### src/cor0x_pkg.sv
// Package for the opcode row 0 execute block: opcodes, result layout, timing tables.
package cor0x_pkg;

  localparam int unsigned InWidth  = 32;
  localparam int unsigned OutWidth = 96;

  localparam logic [15:0] SpReset = 16'hFFFE;

  // Flag bit positions in the 4-bit flag register
  localparam int unsigned FlagZ = 3;
  localparam int unsigned FlagN = 2;
  localparam int unsigned FlagH = 1;
  localparam int unsigned FlagC = 0;

  typedef enum logic [3:0] {
    OP_NOP       = 4'h0,
    OP_LD_BC_D16 = 4'h1,
    OP_LD_MBC_A  = 4'h2,
    OP_INC_BC    = 4'h3,
    OP_INC_B     = 4'h4,
    OP_DEC_B     = 4'h5,
    OP_LD_B_D8   = 4'h6,
    OP_RLCA      = 4'h7,
    OP_LD_A16_SP = 4'h8,
    OP_ADD_HL_BC = 4'h9,
    OP_LD_A_MBC  = 4'hA,
    OP_DEC_BC    = 4'hB,
    OP_INC_C     = 4'hC,
    OP_DEC_C     = 4'hD,
    OP_LD_C_D8   = 4'hE,
    OP_RRCA      = 4'hF
  } opcode_e;

  // First declared member lands in the highest bits, so fields are listed top down.
  typedef struct packed {
    logic [6:0]  pad;
    logic [7:0]  flags_out;
    logic [7:0]  reg_l_out;
    logic [7:0]  reg_h_out;
    logic [7:0]  reg_c_out;
    logic [7:0]  reg_b_out;
    logic [7:0]  reg_a_out;
    logic [4:0]  clock_cycles;
    logic [1:0]  instr_bytes;
    logic [7:0]  write_second;
    logic [7:0]  write_first;
    logic [15:0] write_addr;
    logic [1:0]  write_count;
  } result_t;

  function automatic logic [1:0] instr_len(opcode_e op);
    logic [1:0] len;
    unique case (op)
      OP_LD_BC_D16, OP_LD_A16_SP:         len = 2'd3;
      OP_LD_B_D8, OP_LD_C_D8:             len = 2'd2;
      default:                            len = 2'd1;
    endcase
    return len;
  endfunction

  function automatic logic [4:0] instr_cycles(opcode_e op);
    logic [4:0] cyc;
    unique case (op)
      OP_LD_A16_SP:                       cyc = 5'd20;
      OP_LD_BC_D16:                       cyc = 5'd12;
      OP_LD_MBC_A, OP_INC_BC, OP_LD_B_D8, OP_ADD_HL_BC,
      OP_LD_A_MBC, OP_DEC_BC, OP_LD_C_D8: cyc = 5'd8;
      default:                            cyc = 5'd4;
    endcase
    return cyc;
  endfunction

endpackage

### src/cpu_opcode_row0_execute.sv
// Executes one instruction of opcode row 0x00-0x0F per beat, with a skid-buffered result.
//
//  channel   | dir | handshake             | content
//  s_axis    | in  | s_axis_tvalid/tready  | opcode, imm_low, imm_high, mem_read_data
//  m_axis    | out | m_axis_tvalid/tready  | memory writes, length, cycles, A B C H L, flags
//  cfg       | in  | cfg_we_i              | stack pointer, written when high
//
// One instruction per cycle while s_axis_tready is high; each result is registered.
// Register state (A, B, C, H, L, flags) updates at the input beat, so back-to-back
// beats chain through it. A two-entry output (result plus skid register) keeps
// s_axis_tready a pure register; it drops only when both entries are full.
// Reset clears registers and flags, sets SP to 0xFFFE and empties the output.
module cpu_opcode_row0_execute
  import cor0x_pkg::*;
(
  input  logic                clk_i,
  input  logic                rst_ni,
  input  logic                cfg_we_i,
  input  logic [15:0]         cfg_wdata_i,
  input  logic                s_axis_tvalid,
  output logic                s_axis_tready,
  // [3:0] opcode, [11:4] imm_low, [19:12] imm_high, [27:20] mem_read_data, rest zero
  input  logic [InWidth-1:0]  s_axis_tdata,
  output logic                m_axis_tvalid,
  input  logic                m_axis_tready,
  // [1:0] write_count, [17:2] write_addr, [25:18] write_first, [33:26] write_second,
  // [35:34] instr_bytes, [40:36] clock_cycles, [48:41] reg_a_out, [56:49] reg_b_out,
  // [64:57] reg_c_out, [72:65] reg_h_out, [80:73] reg_l_out, [88:81] flags_out, rest zero
  output logic [OutWidth-1:0] m_axis_tdata
);

  opcode_e     opcode;
  logic [7:0]  imm_low, imm_high, mem_read_data;

  logic [15:0] sp_q;
  logic [7:0]  a_q, b_q, c_q, h_q, l_q;
  logic [7:0]  a_d, b_d, c_d, h_d, l_d;
  logic [3:0]  flag_q, flag_d;

  logic [15:0] bc, hl;
  logic [16:0] sum_hl;
  logic [12:0] sum_half;
  logic [7:0]  incdec_in, incdec_res;
  logic        is_dec;

  result_t     res;
  result_t     out_q, skid_q;
  logic        out_valid_q, skid_valid_q;
  logic        in_beat, out_free;

  assign opcode        = opcode_e'(s_axis_tdata[3:0]);
  assign imm_low       = s_axis_tdata[11:4];
  assign imm_high      = s_axis_tdata[19:12];
  assign mem_read_data = s_axis_tdata[27:20];

  assign bc       = {b_q, c_q};
  assign hl       = {h_q, l_q};
  assign sum_hl   = {1'b0, hl} + {1'b0, bc};
  assign sum_half = {1'b0, hl[11:0]} + {1'b0, bc[11:0]};

  // Shared 8-bit inc/dec for INC/DEC B and C
  assign is_dec     = (opcode == OP_DEC_B) || (opcode == OP_DEC_C);
  assign incdec_in  = ((opcode == OP_INC_C) || (opcode == OP_DEC_C)) ? c_q : b_q;
  assign incdec_res = is_dec ? (incdec_in - 8'd1) : (incdec_in + 8'd1);

  always_comb begin
    a_d    = a_q;
    b_d    = b_q;
    c_d    = c_q;
    h_d    = h_q;
    l_d    = l_q;
    flag_d = flag_q;
    res    = '0;
    unique case (opcode)
      OP_NOP: begin
      end
      OP_LD_BC_D16: begin
        b_d = imm_high;
        c_d = imm_low;
      end
      OP_LD_MBC_A: begin
        res.write_count = 2'd1;
        res.write_addr  = bc;
        res.write_first = a_q;
      end
      OP_INC_BC: begin
        {b_d, c_d} = bc + 16'd1;
      end
      OP_DEC_BC: begin
        {b_d, c_d} = bc - 16'd1;
      end
      OP_INC_B, OP_DEC_B, OP_INC_C, OP_DEC_C: begin
        if ((opcode == OP_INC_B) || (opcode == OP_DEC_B)) begin
          b_d = incdec_res;
        end else begin
          c_d = incdec_res;
        end
        flag_d[FlagZ] = (incdec_res == 8'h00);
        flag_d[FlagN] = is_dec;
        flag_d[FlagH] = is_dec ? (incdec_in[3:0] == 4'h0) : (incdec_in[3:0] == 4'hF);
      end
      OP_LD_B_D8: begin
        b_d = imm_low;
      end
      OP_LD_C_D8: begin
        c_d = imm_low;
      end
      OP_RLCA: begin
        a_d    = {a_q[6:0], a_q[7]};
        flag_d = {3'b000, a_q[7]};
      end
      OP_RRCA: begin
        a_d    = {a_q[0], a_q[7:1]};
        flag_d = {3'b000, a_q[0]};
      end
      OP_LD_A16_SP: begin
        res.write_count  = 2'd2;
        res.write_addr   = {imm_high, imm_low};
        res.write_first  = sp_q[7:0];
        res.write_second = sp_q[15:8];
      end
      OP_ADD_HL_BC: begin
        {h_d, l_d}    = sum_hl[15:0];
        flag_d[FlagN] = 1'b0;
        flag_d[FlagH] = sum_half[12];
        flag_d[FlagC] = sum_hl[16];
      end
      OP_LD_A_MBC: begin
        a_d = mem_read_data;
      end
      default: begin
      end
    endcase
    res.instr_bytes  = instr_len(opcode);
    res.clock_cycles = instr_cycles(opcode);
    res.reg_a_out    = a_d;
    res.reg_b_out    = b_d;
    res.reg_c_out    = c_d;
    res.reg_h_out    = h_d;
    res.reg_l_out    = l_d;
    res.flags_out    = {flag_d, 4'h0};
  end

  assign s_axis_tready = !skid_valid_q;
  assign in_beat       = s_axis_tvalid && s_axis_tready;
  assign out_free      = !out_valid_q || m_axis_tready;

  // Architectural state
  always_ff @(posedge clk_i or negedge rst_ni) begin
    if (!rst_ni) begin
      sp_q   <= SpReset;
      a_q    <= '0;
      b_q    <= '0;
      c_q    <= '0;
      h_q    <= '0;
      l_q    <= '0;
      flag_q <= '0;
    end else begin
      if (cfg_we_i) begin
        sp_q <= cfg_wdata_i;
      end
      if (in_beat) begin
        a_q    <= a_d;
        b_q    <= b_d;
        c_q    <= c_d;
        h_q    <= h_d;
        l_q    <= l_d;
        flag_q <= flag_d;
      end
    end
  end

  // Output register plus skid entry
  always_ff @(posedge clk_i or negedge rst_ni) begin
    if (!rst_ni) begin
      out_valid_q  <= 1'b0;
      skid_valid_q <= 1'b0;
    end else if (out_free) begin
      if (skid_valid_q) begin
        out_valid_q  <= 1'b1;
        skid_valid_q <= 1'b0;
      end else begin
        out_valid_q <= in_beat;
      end
    end else if (in_beat) begin
      skid_valid_q <= 1'b1;
    end
  end

  always_ff @(posedge clk_i) begin
    if (out_free) begin
      if (skid_valid_q) begin
        out_q <= skid_q;
      end else if (in_beat) begin
        out_q <= res;
      end
    end else if (in_beat) begin
      skid_q <= res;
    end
  end

  assign m_axis_tvalid = out_valid_q;
  assign m_axis_tdata  = out_q;

endmodule

### config.mk
export PLATFORM = sky130hd
export DESIGN_NAME = cpu_opcode_row0_execute
export DESIGN_NICKNAME = d
export VERILOG_FILES = /design/src/cor0x_pkg.sv /design/src/cpu_opcode_row0_execute.sv
export SDC_FILE = /design/constraint.sdc
export NUM_CORES = 1
export LEC_CHECK = 0
export BUFFER_PORTS_ARGS = -buffer_cell sky130_fd_sc_hd__buf_2
export CAP_MARGIN = 0
export CORE_MARGIN = 2
export CORE_UTILIZATION = 45
export DETAILED_ROUTE_END_ITERATION = 10
export GPL_ROUTABILITY_DRIVEN = 0
export PLACE_DENSITY = 0.67
export SETUP_SLACK_MARGIN = 0.1
export SYNTH_ARGS = -nofsm -noshare
export SYNTH_HDL_FRONTEND = slang
export SYNTH_SLANG_ARGS = --single-unit
### constraint.sdc
create_clock -name clk_i -period 4.7 [get_ports clk_i]
set_input_delay 0.705 -clock clk_i [delete_from_list [all_inputs] [get_ports clk_i]]
set_output_delay 0.705 -clock clk_i [all_outputs]
set_load 0.01 [all_outputs]
**Yosys cells after proc, flatten, opt, wreduce, memory -nomap -nowiden**

Memories as Yosys holds them, arrays and structs flattened.
Cells that the tools add are included.

- Bits in registers: 232
- Bits in latches: 0
- Bits in writable memories: 0
- Bits in read-only memories: 48
- Input bits: 53
- Memories: 1

Memories:

| memory | words | width | rd ports | clocked after Yosys merged registers in | wr ports | line | text |
|---|---|---|---|---|---|---|---|
| (name not given) | 16 | 3 | 1 | 0 | 0 | cor0x_pkg.sv:63 | `unique case (op)` |

- $add $sub $neg: 6
- $mul: 0
- Divide/modulo/power cells: 0
- $lt $le $gt $ge: 0
- Equality and inequality tests: 16
- Shifts and indexed selects: 0
- Mux-type cells: 21
- Bitwise logic cells: 1
- Reduce and logical (&&, ||, !) cells: 18

Operator list:

| operator | count |
|---|---|
| 89-bit two-way mux | 2 |
| 8-bit two-way mux | 7 |
| 26-bit one-hot mux with 2 select lines | 1 |
| 8-bit one-hot mux with 5 select lines | 1 |
| 4-bit == test, second input constant | 9 |
| 8-bit one-hot mux with 4 select lines | 1 |
| 8-bit one-hot mux with 3 select lines | 1 |
| 16-bit by 16-bit adder with 17-bit output | 1 |
| 16-bit by 1-bit adder with 16-bit output, second input constant | 1 |
| 4-bit by 3-bit == test with 1-bit output, second input constant | 4 |
| 16-bit by 1-bit subtractor with 16-bit output, second input constant | 1 |
| 12-bit by 12-bit adder with 13-bit output | 1 |
| 8-bit by 1-bit adder with 8-bit output, second input constant | 1 |
| 4-bit by 2-bit == test with 1-bit output, second input constant | 2 |
| 8-bit zero test | 1 |
| 2-bit OR reduction | 4 |
| 8-bit by 1-bit subtractor with 8-bit output, second input constant | 1 |
| 2-bit one-hot mux with 3 select lines | 1 |
| 4-bit by 1-bit == test with 1-bit output, second input constant | 1 |
| 4-bit zero test | 1 |
| 1-bit logical OR | 4 |
| 1-bit two-way mux | 4 |
| 2-bit one-hot mux with 2 select lines | 1 |
| 2-bit AND reduction | 2 |
| 7 further kinds | 9 |

**Depth between registers and ports, before layout**

Gate-level depths: netlist of the first run.

- Word-level depth: 9
- Depth in mapped cells: 13
- Gate-level depth less buffers: 11

**Worst setup path after synthesis of the first run**

No wires, ideal clock.

- Kind: input to register
- Start: input port s_axis_tvalid
- End: register skid_q[0] in the netlist's numbering (enable)
- Setup time: 0.525 ns
- Data arrival time: 4.579 ns
- Slack: -0.404 ns
- Stages on the path: 3
- Buffers on the path: 1
- Cells stage by stage: nand2_1 clkbuf_1 nor2_1

- Longest elaborated chain between the ends: 2

Ends and longest elaborated chain:

| element | line | text |
|---|---|---|
| start: declaration | cpu_opcode_row0_execute.sv:20 | `input logic s_axis_tvalid,` |
| 1-bit logical AND | cpu_opcode_row0_execute.sv:145 | `assign in_beat = s_axis_tvalid && s_axis_tready;` |
| 2-bit AND reduction (no source line) | -- |  |
| end signal: assignment | cpu_opcode_row0_execute.sv:198 | `skid_q <= res;` |
| end: declaration | cpu_opcode_row0_execute.sv:47 | `result_t out_q, skid_q;` |

Every way passes these cells.
A chain may end at the register's enable or synchronous reset.

**Worst setup path after layout of the first run**

- Start: input port s_axis_tdata[1]
- End: register out_q (netlist bit m_axis_tdata[53]), data pin

- Longest elaborated chain between the ends: 9
- Elaborated cells between the ends (all ways): 20

Ends and longest elaborated chain:

| element | line | text |
|---|---|---|
| start: declaration | cpu_opcode_row0_execute.sv:23 | `input logic [InWidth-1:0] s_axis_tdata,` |
| 4-bit == test, on equally long branches | cpu_opcode_row0_execute.sv:63, cpu_opcode_row0_execute.sv:74, cpu_opcode_row0_execute.sv:62 |  |
| 1-bit logical OR | cpu_opcode_row0_execute.sv:63 | `assign incdec_in = ((opcode == OP_INC_C) \|\| (opcode == OP_DEC_C)) ? c_q : b_q;` |
| 8-bit two-way mux | cpu_opcode_row0_execute.sv:63 |  |
| 8-bit by 1-bit adder with 8-bit output / 8-bit by 1-bit subtractor with 8-bit output (equally long branches) | cpu_opcode_row0_execute.sv:64 | `assign incdec_res = is_dec ? (incdec_in - 8'd1) : (incdec_in + 8'd1);` |
| 8-bit two-way mux | cpu_opcode_row0_execute.sv:64 |  |
| 8-bit two-way mux | cpu_opcode_row0_execute.sv:93 | `if ((opcode == OP_INC_B) \|\| (opcode == OP_DEC_B)) begin` |
| 8-bit one-hot mux with 5 select lines (*) | cpu_opcode_row0_execute.sv:74 | `unique case (opcode)` |
| named net b_d[4] | cpu_opcode_row0_execute.sv:37 | `logic [7:0] a_d, b_d, c_d, h_d, l_d;` |
| 89-bit two-way mux (*) | cpu_opcode_row0_execute.sv:194 | `end else if (in_beat) begin` |
| 89-bit two-way mux (*) | cpu_opcode_row0_execute.sv:192 | `if (skid_valid_q) begin` |
| end signal: assignment | cpu_opcode_row0_execute.sv:193 | `out_q <= skid_q;` |
| end signal: assignment | cpu_opcode_row0_execute.sv:195 | `out_q <= res;` |
| end: declaration | cpu_opcode_row0_execute.sv:47 |  |

The timed path passes the listed nets; every way through them passes the cells marked *. The select of a mux whose other input is x is not followed.

==> run_results.csv, run 1 <==
group,metric,value,unit
worst_setup_path,worstSetupStartpointType,"primary input",
clock_network,insertion_delay,0.52,ns
clock_network,htreeDepth,1,
power,leakagePower,0.00555,uW
layout,layout.area.seq,0.00656,mm^2
die,die_w,168,um
logic_synthesis,synthAdderAreaFrac,0.0270,
timing,setup_viol,0,
timing,hold_violations,0,
logic_synthesis,synth_warnings,0,
timing,max-slew-margin-rel,0.316,
clock_network,clockBufferDepth,3,
power,combPwrFrac,0.327,
timing,fmax,277,MHz
clock_network,ctsResizeCount,0,
detailed_routing,vias,8709,
detailed_routing,avgViaCountPerCell,5.83,
power,peakVddDrop,0.226,mV
logic_synthesis,synthArstFlopShare,0.272,
global_route,grt_util_all_layers,0.212,
logic_synthesis,syn_area,0.0121,mm^2
clock_network,root_buffer,"clkbuf_16",
layout,layout-drive-gt1-share,0.306,
logic_synthesis,synth_compound_area_frac,0.144,
logic_synthesis,synthMuxAreaShare,0.133,
detailed_routing,first_pass_iters,5,
timing,slew_violations,0,
clock_network,numCtsBuffers,24,
placed_design,pre_cts_slack,0.698,ns
global_route,grt_remaining_overflow,0,
worst_setup_path,cp_data_required_time,5.09,ns
clock_network,ctsHoldBuffers,0,
timing,fin_crit,3.61,ns
timing,worst_slew_pin_slew,1.00,ns
logic_synthesis,synth-simple-area-share,0.100,
clock_network,clkSinkCount,228,
timing,skew,0.00807,ns
timing,finalSetupTns,0,ns
layout,fin_nets,1212,
job,cap_violations,0,
detailed_routing,drc,0,
layout,layout-area-overhead-vs-synth,14.5,%
logic_synthesis,syn_inst,1020,
power,seqPwrFrac,0.411,
detailed_routing,ant_nets,0,
clock_network,cts_tree,"done",
clock_network,clk_pin_slew,0.06,ns
worst_setup_path,arrival,4.00,ns
layout,multi_input_comb_area,0.00519,mm^2
logic_synthesis,synth_top_family_by_area,"compound AO/OA/AOI/OAI gates",
timing,rsz0062_at_grt,"false",
timing,finalCritPeriodShare,0.769,
detailed_routing,drtIter0Drc,990,
placed_design,hpwlAfterDp,21300,um
global_route,grt_pass1_wl,47300,um
logic_synthesis,dominantRegCellSynth,"edfxtp_1",
global_route,grt_pass1_vias,8176,
power,clock_power_share,0.262,
die,start_util,0.454,
global_route,grt_start_max_net_pins,63,
power,swShare,0.345,
logic_synthesis,yosysSeqAreaShare,0.540,
die,dieArea,0.0283,mm^2
logic_synthesis,syn_area_per_cell,11.9,um^2
die,ioPinCount,151,
worst_setup_path,crit_type,"in2reg",
layout,utilization,0.520,
worst_setup_path,crit_path_end_kind,"flip-flop",
worst_setup_path,cp_max_fo,29,
logic_synthesis,synth_edf_count,166,
die,rows,60,
detailed_routing,drt_wl_total,30200,um
power,power.switching,2530,uW
logic_synthesis,synth-seq-cells,228,
power,power.internal,4800,uW
timing,setup_ws,1.09,ns
logic_synthesis,synth_xor_xnor_area_share,0.0173,
placed_design,port-buffer-count,133,
layout,fillCellCount,2327,
die,die_h,168,um
layout,final_common_cell,"edfxtp_1",
clock_network,cts_setup_buffers,0,
hold_path,hold_path.class,"in2async",
power,powerDensity,527,mW/mm^2
detailed_routing,wl_per_cell,20.2,um
outcome,status,"finished clean",
die,core-area,0.0267,mm^2
logic_synthesis,synth.distinct_cells,86,
layout,final_cell_mix,"edfxtp_1, buf_2, mux2_2",
global_route,antenna_found_initial,1,
==> worst paths after layout <==
path	start	slack, ns	cells after the start	to
worst max-delay path	s_axis_tdata[1]	1.09	11	m_axis_tdata[53]$_DFFE_PP_
worst min-delay path	rst_ni	0.29	1	a_q[3]$_DFFE_PN0P_
worst max register to register	c_q[1]$_DFFE_PN0P_	1.09	7	m_axis_tdata[86]$_DFFE_PP_
worst min register to register	flag_q[2]$_DFFE_PN0P_	0.51	2	flag_q[2]$_DFFE_PN0P_
max in group asynchronous	rst_ni	3.41	2	h_q[6]$_DFFE_PN0P_
min in group clk_i	cfg_wdata_i[11]	0.42	2	sp_q[11]$_DFFE_PN1P_
==> per-stage QoR <==
step	cell area [um^2]	hold slack, ns	std cells	power (uW)
floorplan	12200	0.409	1032	4690
global placement	13100	0.486	1449	5350
detailed placement	13100	0.498	1449	5400
CTS	13900	0.333	1493	7340
global route	13900	0.346	1494	7750
finish	13900	0.295	1494	7330
==> routing by layer <==
metal | global-route usage | vias up | part of all wire
li1 | - | 4072 | -
met3 | 0.0360 | 54 | 0.084
met1 | 0.317 | 4204 | 0.46
met5 | 0 | - | 0
met2 | 0.317 | 379 | 0.44
met4 | 0.0611 | 0 | 0.023
==> sequential cells by signal, summed over array words and instances, names as in the netlist <==
name and count:
skid_valid_q 1, l_q 8, h_q 8, sp_q 16, b_q 8, c_q 8, skid_q 83, m_axis_tdata 83
a_q 8, m_axis_tvalid 1, flag_q 4
==> worst max-delay path, cell delays in order <==
cell      delay [ns]
buf_2           0.45
nand3b_2        0.39
mux2i_2         0.48
inv_1           0.11
fa_1            0.44
nand3_1         0.13
o221a_2         0.20
a21oi_1         0.06
or3b_1          0.42
a32oi_1         0.37
mux2_2          0.23
==> logic make-up after synthesis <==
family	count (synthesis)
and+or+nand+nor	250
AOI/OAI and AO/OA	244
xor gates and xnor gates	24
DFF	228
buffers and inverters	104
muxes	144
other	1
adders and majority gates	25
==> layout make-up <==
type                       count  area share
inverter                      26     0.00711
tap                          341      0.0307
clock inverter                12     0.00963
antenna                        1    0.000180
sequential                   228       0.472
timing repair buffer         154      0.0601
multi-input combinational    700       0.373
clock buffer                  32      0.0476
==> synth_stat cells, drive strengths merged, types with 15 or more instances <==
library cell,number,area share
xnor2,19,0.014
a21oi,43,0.018
nor2,58,0.018
ha,23,0.024
dfrtp,47,0.097
a22o,24,0.017
edfxtp,166,0.41
clkbuf,53,0.016
and3,17,0.0088
o21ai,58,0.024
nor3,15,0.0066
buf,25,0.014
inv,25,0.0077
nand3,20,0.0082
mux2,124,0.12
mux2i,20,0.018
dfstp,15,0.032
nand2,87,0.027
==> power by group through the flow <==
stage               registers [uW]  logic, uW  clock network [uW]
floorplan                     2900       1790                   0
global placement              3030       2320                   0
detailed placement            3040       2370                   0
CTS                           3000       2390                1950
global route                  3050       2660                2040
finish                        3010       2400                1920
Power figures use the tool's default switching activity.
==> run 2, diff against run 1 <==
- PLACE_DENSITY: 0.67 -> not set
- clock period: 4.7 -> 3.56 ns (I/O delays scaled with it)
==> run 2 against run 1 <==
  * Clock power rose by 38%
  * Largest power group unchanged
  * Core utilization up 1.0 points
  * Final cell count increased by 1.9%
  * Sequential power grew 28%
  * Wire length increased by 4.7%
  * Global-route usage increased by 1.0 points
  * Die area unchanged
  * First-iteration DRC count is 21% lower
  * Sequential share of layout area decreased by 0.89 points
  * Setup slack got worse by 0.72 ns
  * Via count increased by 1.4%
  * Sequential cell count is the same
  * Highest routed layer unchanged
==> run_results.csv, run 2 (synthesis gave the netlist of run 1 again) <==
group,metric,value,unit
layout,final_cell_mix,"edfxtp_1, buf_2, mux2_2",
clock_network,insertion_delay,0.53,ns
global_route,grt_start_max_net_pins,84,
hold_path,worstHoldPathCells,2,
worst_setup_path,crit_path_end_kind,"flip-flop",
clock_network,root_buffer,"clkbuf_16",
clock_network,clk_pin_slew,0.06,ns
power,swShare,0.346,
layout,fin_nets,1241,
layout,layout-area-overhead-vs-synth,16.7,%
global_route,grt_pass1_vias,8379,
timing,fmax,313,MHz
timing,finalCritPeriodShare,0.898,
detailed_routing,avgViaCountPerCell,5.80,
layout,stdcell_count,1522,
power,power.switching,3440,uW
worst_setup_path,cp_num_buf_inv,1,
hold_path,hold_path.class,"in2reg",
power,seqPwrFrac,0.386,
timing,slew_violations,0,
clock_network,cts_tree,"done",
worst_setup_path,cp-startpoint,"c_q[1]$_DFFE_PN0P_",
hold_path,hold_start,"cfg_wdata_i[6]",
global_route,grt_remaining_overflow,0,
die,die_w,168,um
layout,layout-drive-gt1-share,0.323,
die,rows,60,
detailed_routing,vias,8835,
worst_setup_path,r2r_end,"m_axis_tdata[51]$_DFFE_PP_",
power,power.internal,6510,uW
timing,rsz0062_at_grt,"false",
worst_setup_path,cp_max_fo,6,
detailed_routing,drt_wl_total,31600,um
worst_setup_path,r2r-start,"c_q[1]$_DFFE_PN0P_",
timing,worst_slew_pin_slew,0.813,ns
job,cap_violations,0,
timing,setup_viol,0,
global_route,antenna_found_initial,0,
global_route,grt_util_all_layers,0.222,
die,start_util,0.454,
clock_network,htreeDepth,1,
worst_setup_path,cp_data_required_time,3.83,ns
detailed_routing,drc,0,
power,combPwrFrac,0.347,
die,die_h,168,um
die,core-area,0.0267,mm^2
worst_setup_path,crit_path_max_incr_delay,0.55,ns
detailed_routing,drtIter0Drc,783,
worst_setup_path,cp_num_cells,9,
timing,skew,0.0114,ns
placed_design,port-buffer-count,133,
worst_setup_path,cp_top_family,"simple AND/OR/NAND/NOR gates",
clock_network,clockBufferDepth,3,
global_route,grt_pass1_wl,49500,um
worst_setup_path,ff2ff_setup_slack,0.36,ns
detailed_routing,wl_per_cell,20.8,um
timing,fin_crit,3.20,ns
worst_setup_path,crit_chain,"inv_1, ha_1, or4b_1, nor3_2, nor4b_1, o21ai_0, a21oi_1, o221ai_1, mux2_2",
worst_setup_path,rr_worst_depth,9,
placed_design,hpwlAfterDp,21700,um
outcome,status,"finished clean",
power,leakagePower,0.00571,uW
timing,max-slew-margin-rel,0.458,
placed_design,dp.cells,1476,
worst_setup_path,critPathSlowestCell,"or4b_1",
worst_setup_path,arrival,3.46,ns
timing,finalSetupTns,0,ns
worst_setup_path,crit_type,"reg2reg",
die,dieArea,0.0283,mm^2
worst_setup_path,worstSetupStartpointType,"flip-flop",
worst_setup_path,crit_end,"m_axis_tdata[51]$_DFFE_PP_",
timing,hold_violations,0,
clock_network,clkSinkCount,228,
layout,antenna_cells,0,
clock_network,numCtsBuffers,25,
power,powerDensity,703,mW/mm^2
detailed_routing,ant_nets,0,
power,peakVddDrop,0.345,mV
die,ioPinCount,151,
layout,final_common_cell,"edfxtp_1",
detailed_routing,first_pass_iters,6,
power,clock_power_share,0.266,
-- run 2: changes by cell type in the layout (fill, tap and decap cells not counted), sizes merged --
| cell | before | now |
|---|---|---|
| bufinv | 3 | 4 |
| dlygate4sd3 | 0 | 1 |
| clkinv | 10 | 11 |
| diode | 1 | 0 |
| clkinvlp | 1 | 0 |
| buf | 154 | 181 |
-- run 2: worst min-delay path by stage --
| stage | to |
|---|---|
| 6_report | sp_q[6]$_DFFE_PN1P_ |
| 5_1_grt | sp_q[15]$_DFFE_PN1P_ |
| 4_1_cts | sp_q[6]$_DFFE_PN1P_ |
| 3_5_place_dp | a_q[2]$_DFFE_PN0P_ |
| 3_3_place_gp | a_q[4]$_DFFE_PN0P_ |
| 2_1_floorplan | a_q[0]$_DFFE_PN0P_ |
-- run 2: power by group through the flow --
| stage | Sequential, uW | Clock, uW | Combinational (uW) |
|---|---|---|---|
| 6_report | 3850 | 2650 | 3460 |
| 5_1_grt | 3900 | 2800 | 3820 |
| 4_1_cts | 3840 | 2700 | 3450 |
| 3_5_place_dp | 3890 | 0 | 3420 |
| 3_3_place_gp | 3880 | 0 | 3370 |
| 2_1_floorplan | 3820 | 0 | 2370 |
-- run 2: layer usage --
layer	vias up	global-route usage	share of wire
li1	4132	-	-
met1	4328	0.339	0.48
met2	326	0.331	0.43
met3	49	0.0371	0.066
met4	0	0.0517	0.020
met5	-	0	0
-- run 2: metrics by stage --
stage	cell area [um^2]	utilization	hold slack, ns	total power, uW	worst slack (ns)
3_3_place_gp	13300	0.499	0.372	7250	0.152
4_1_cts	14200	0.530	0.231	9990	0.423
2_1_floorplan	12200	-	0.238	6190	0.239
3_5_place_dp	13300	0.499	0.375	7310	0.0838
6_report	14200	0.530	0.244	9950	0.362
5_1_grt	14200	0.530	0.235	10500	0.144
-- run 2: cell type report --
cell class | count | area, um^2
Sequential cell | 228 | 6560
Clock inverter | 13 | 165
Clock buffer | 32 | 662
Fill cell | 2306 | 12600
Tap cell | 341 | 427
Inverter | 26 | 98.8
Multi-Input combinational cell | 700 | 5190
Timing Repair Buffer | 182 | 1070
-- run 2: what timing repair did --
| item | CTS | global route |
|---|---|---|
| hold endpoints to repair | 5 | 0 |
| resized for setup | 0 | 0 |
| buffers inserted | 0 | 0 |
| hold buffers | 1 | 0 |
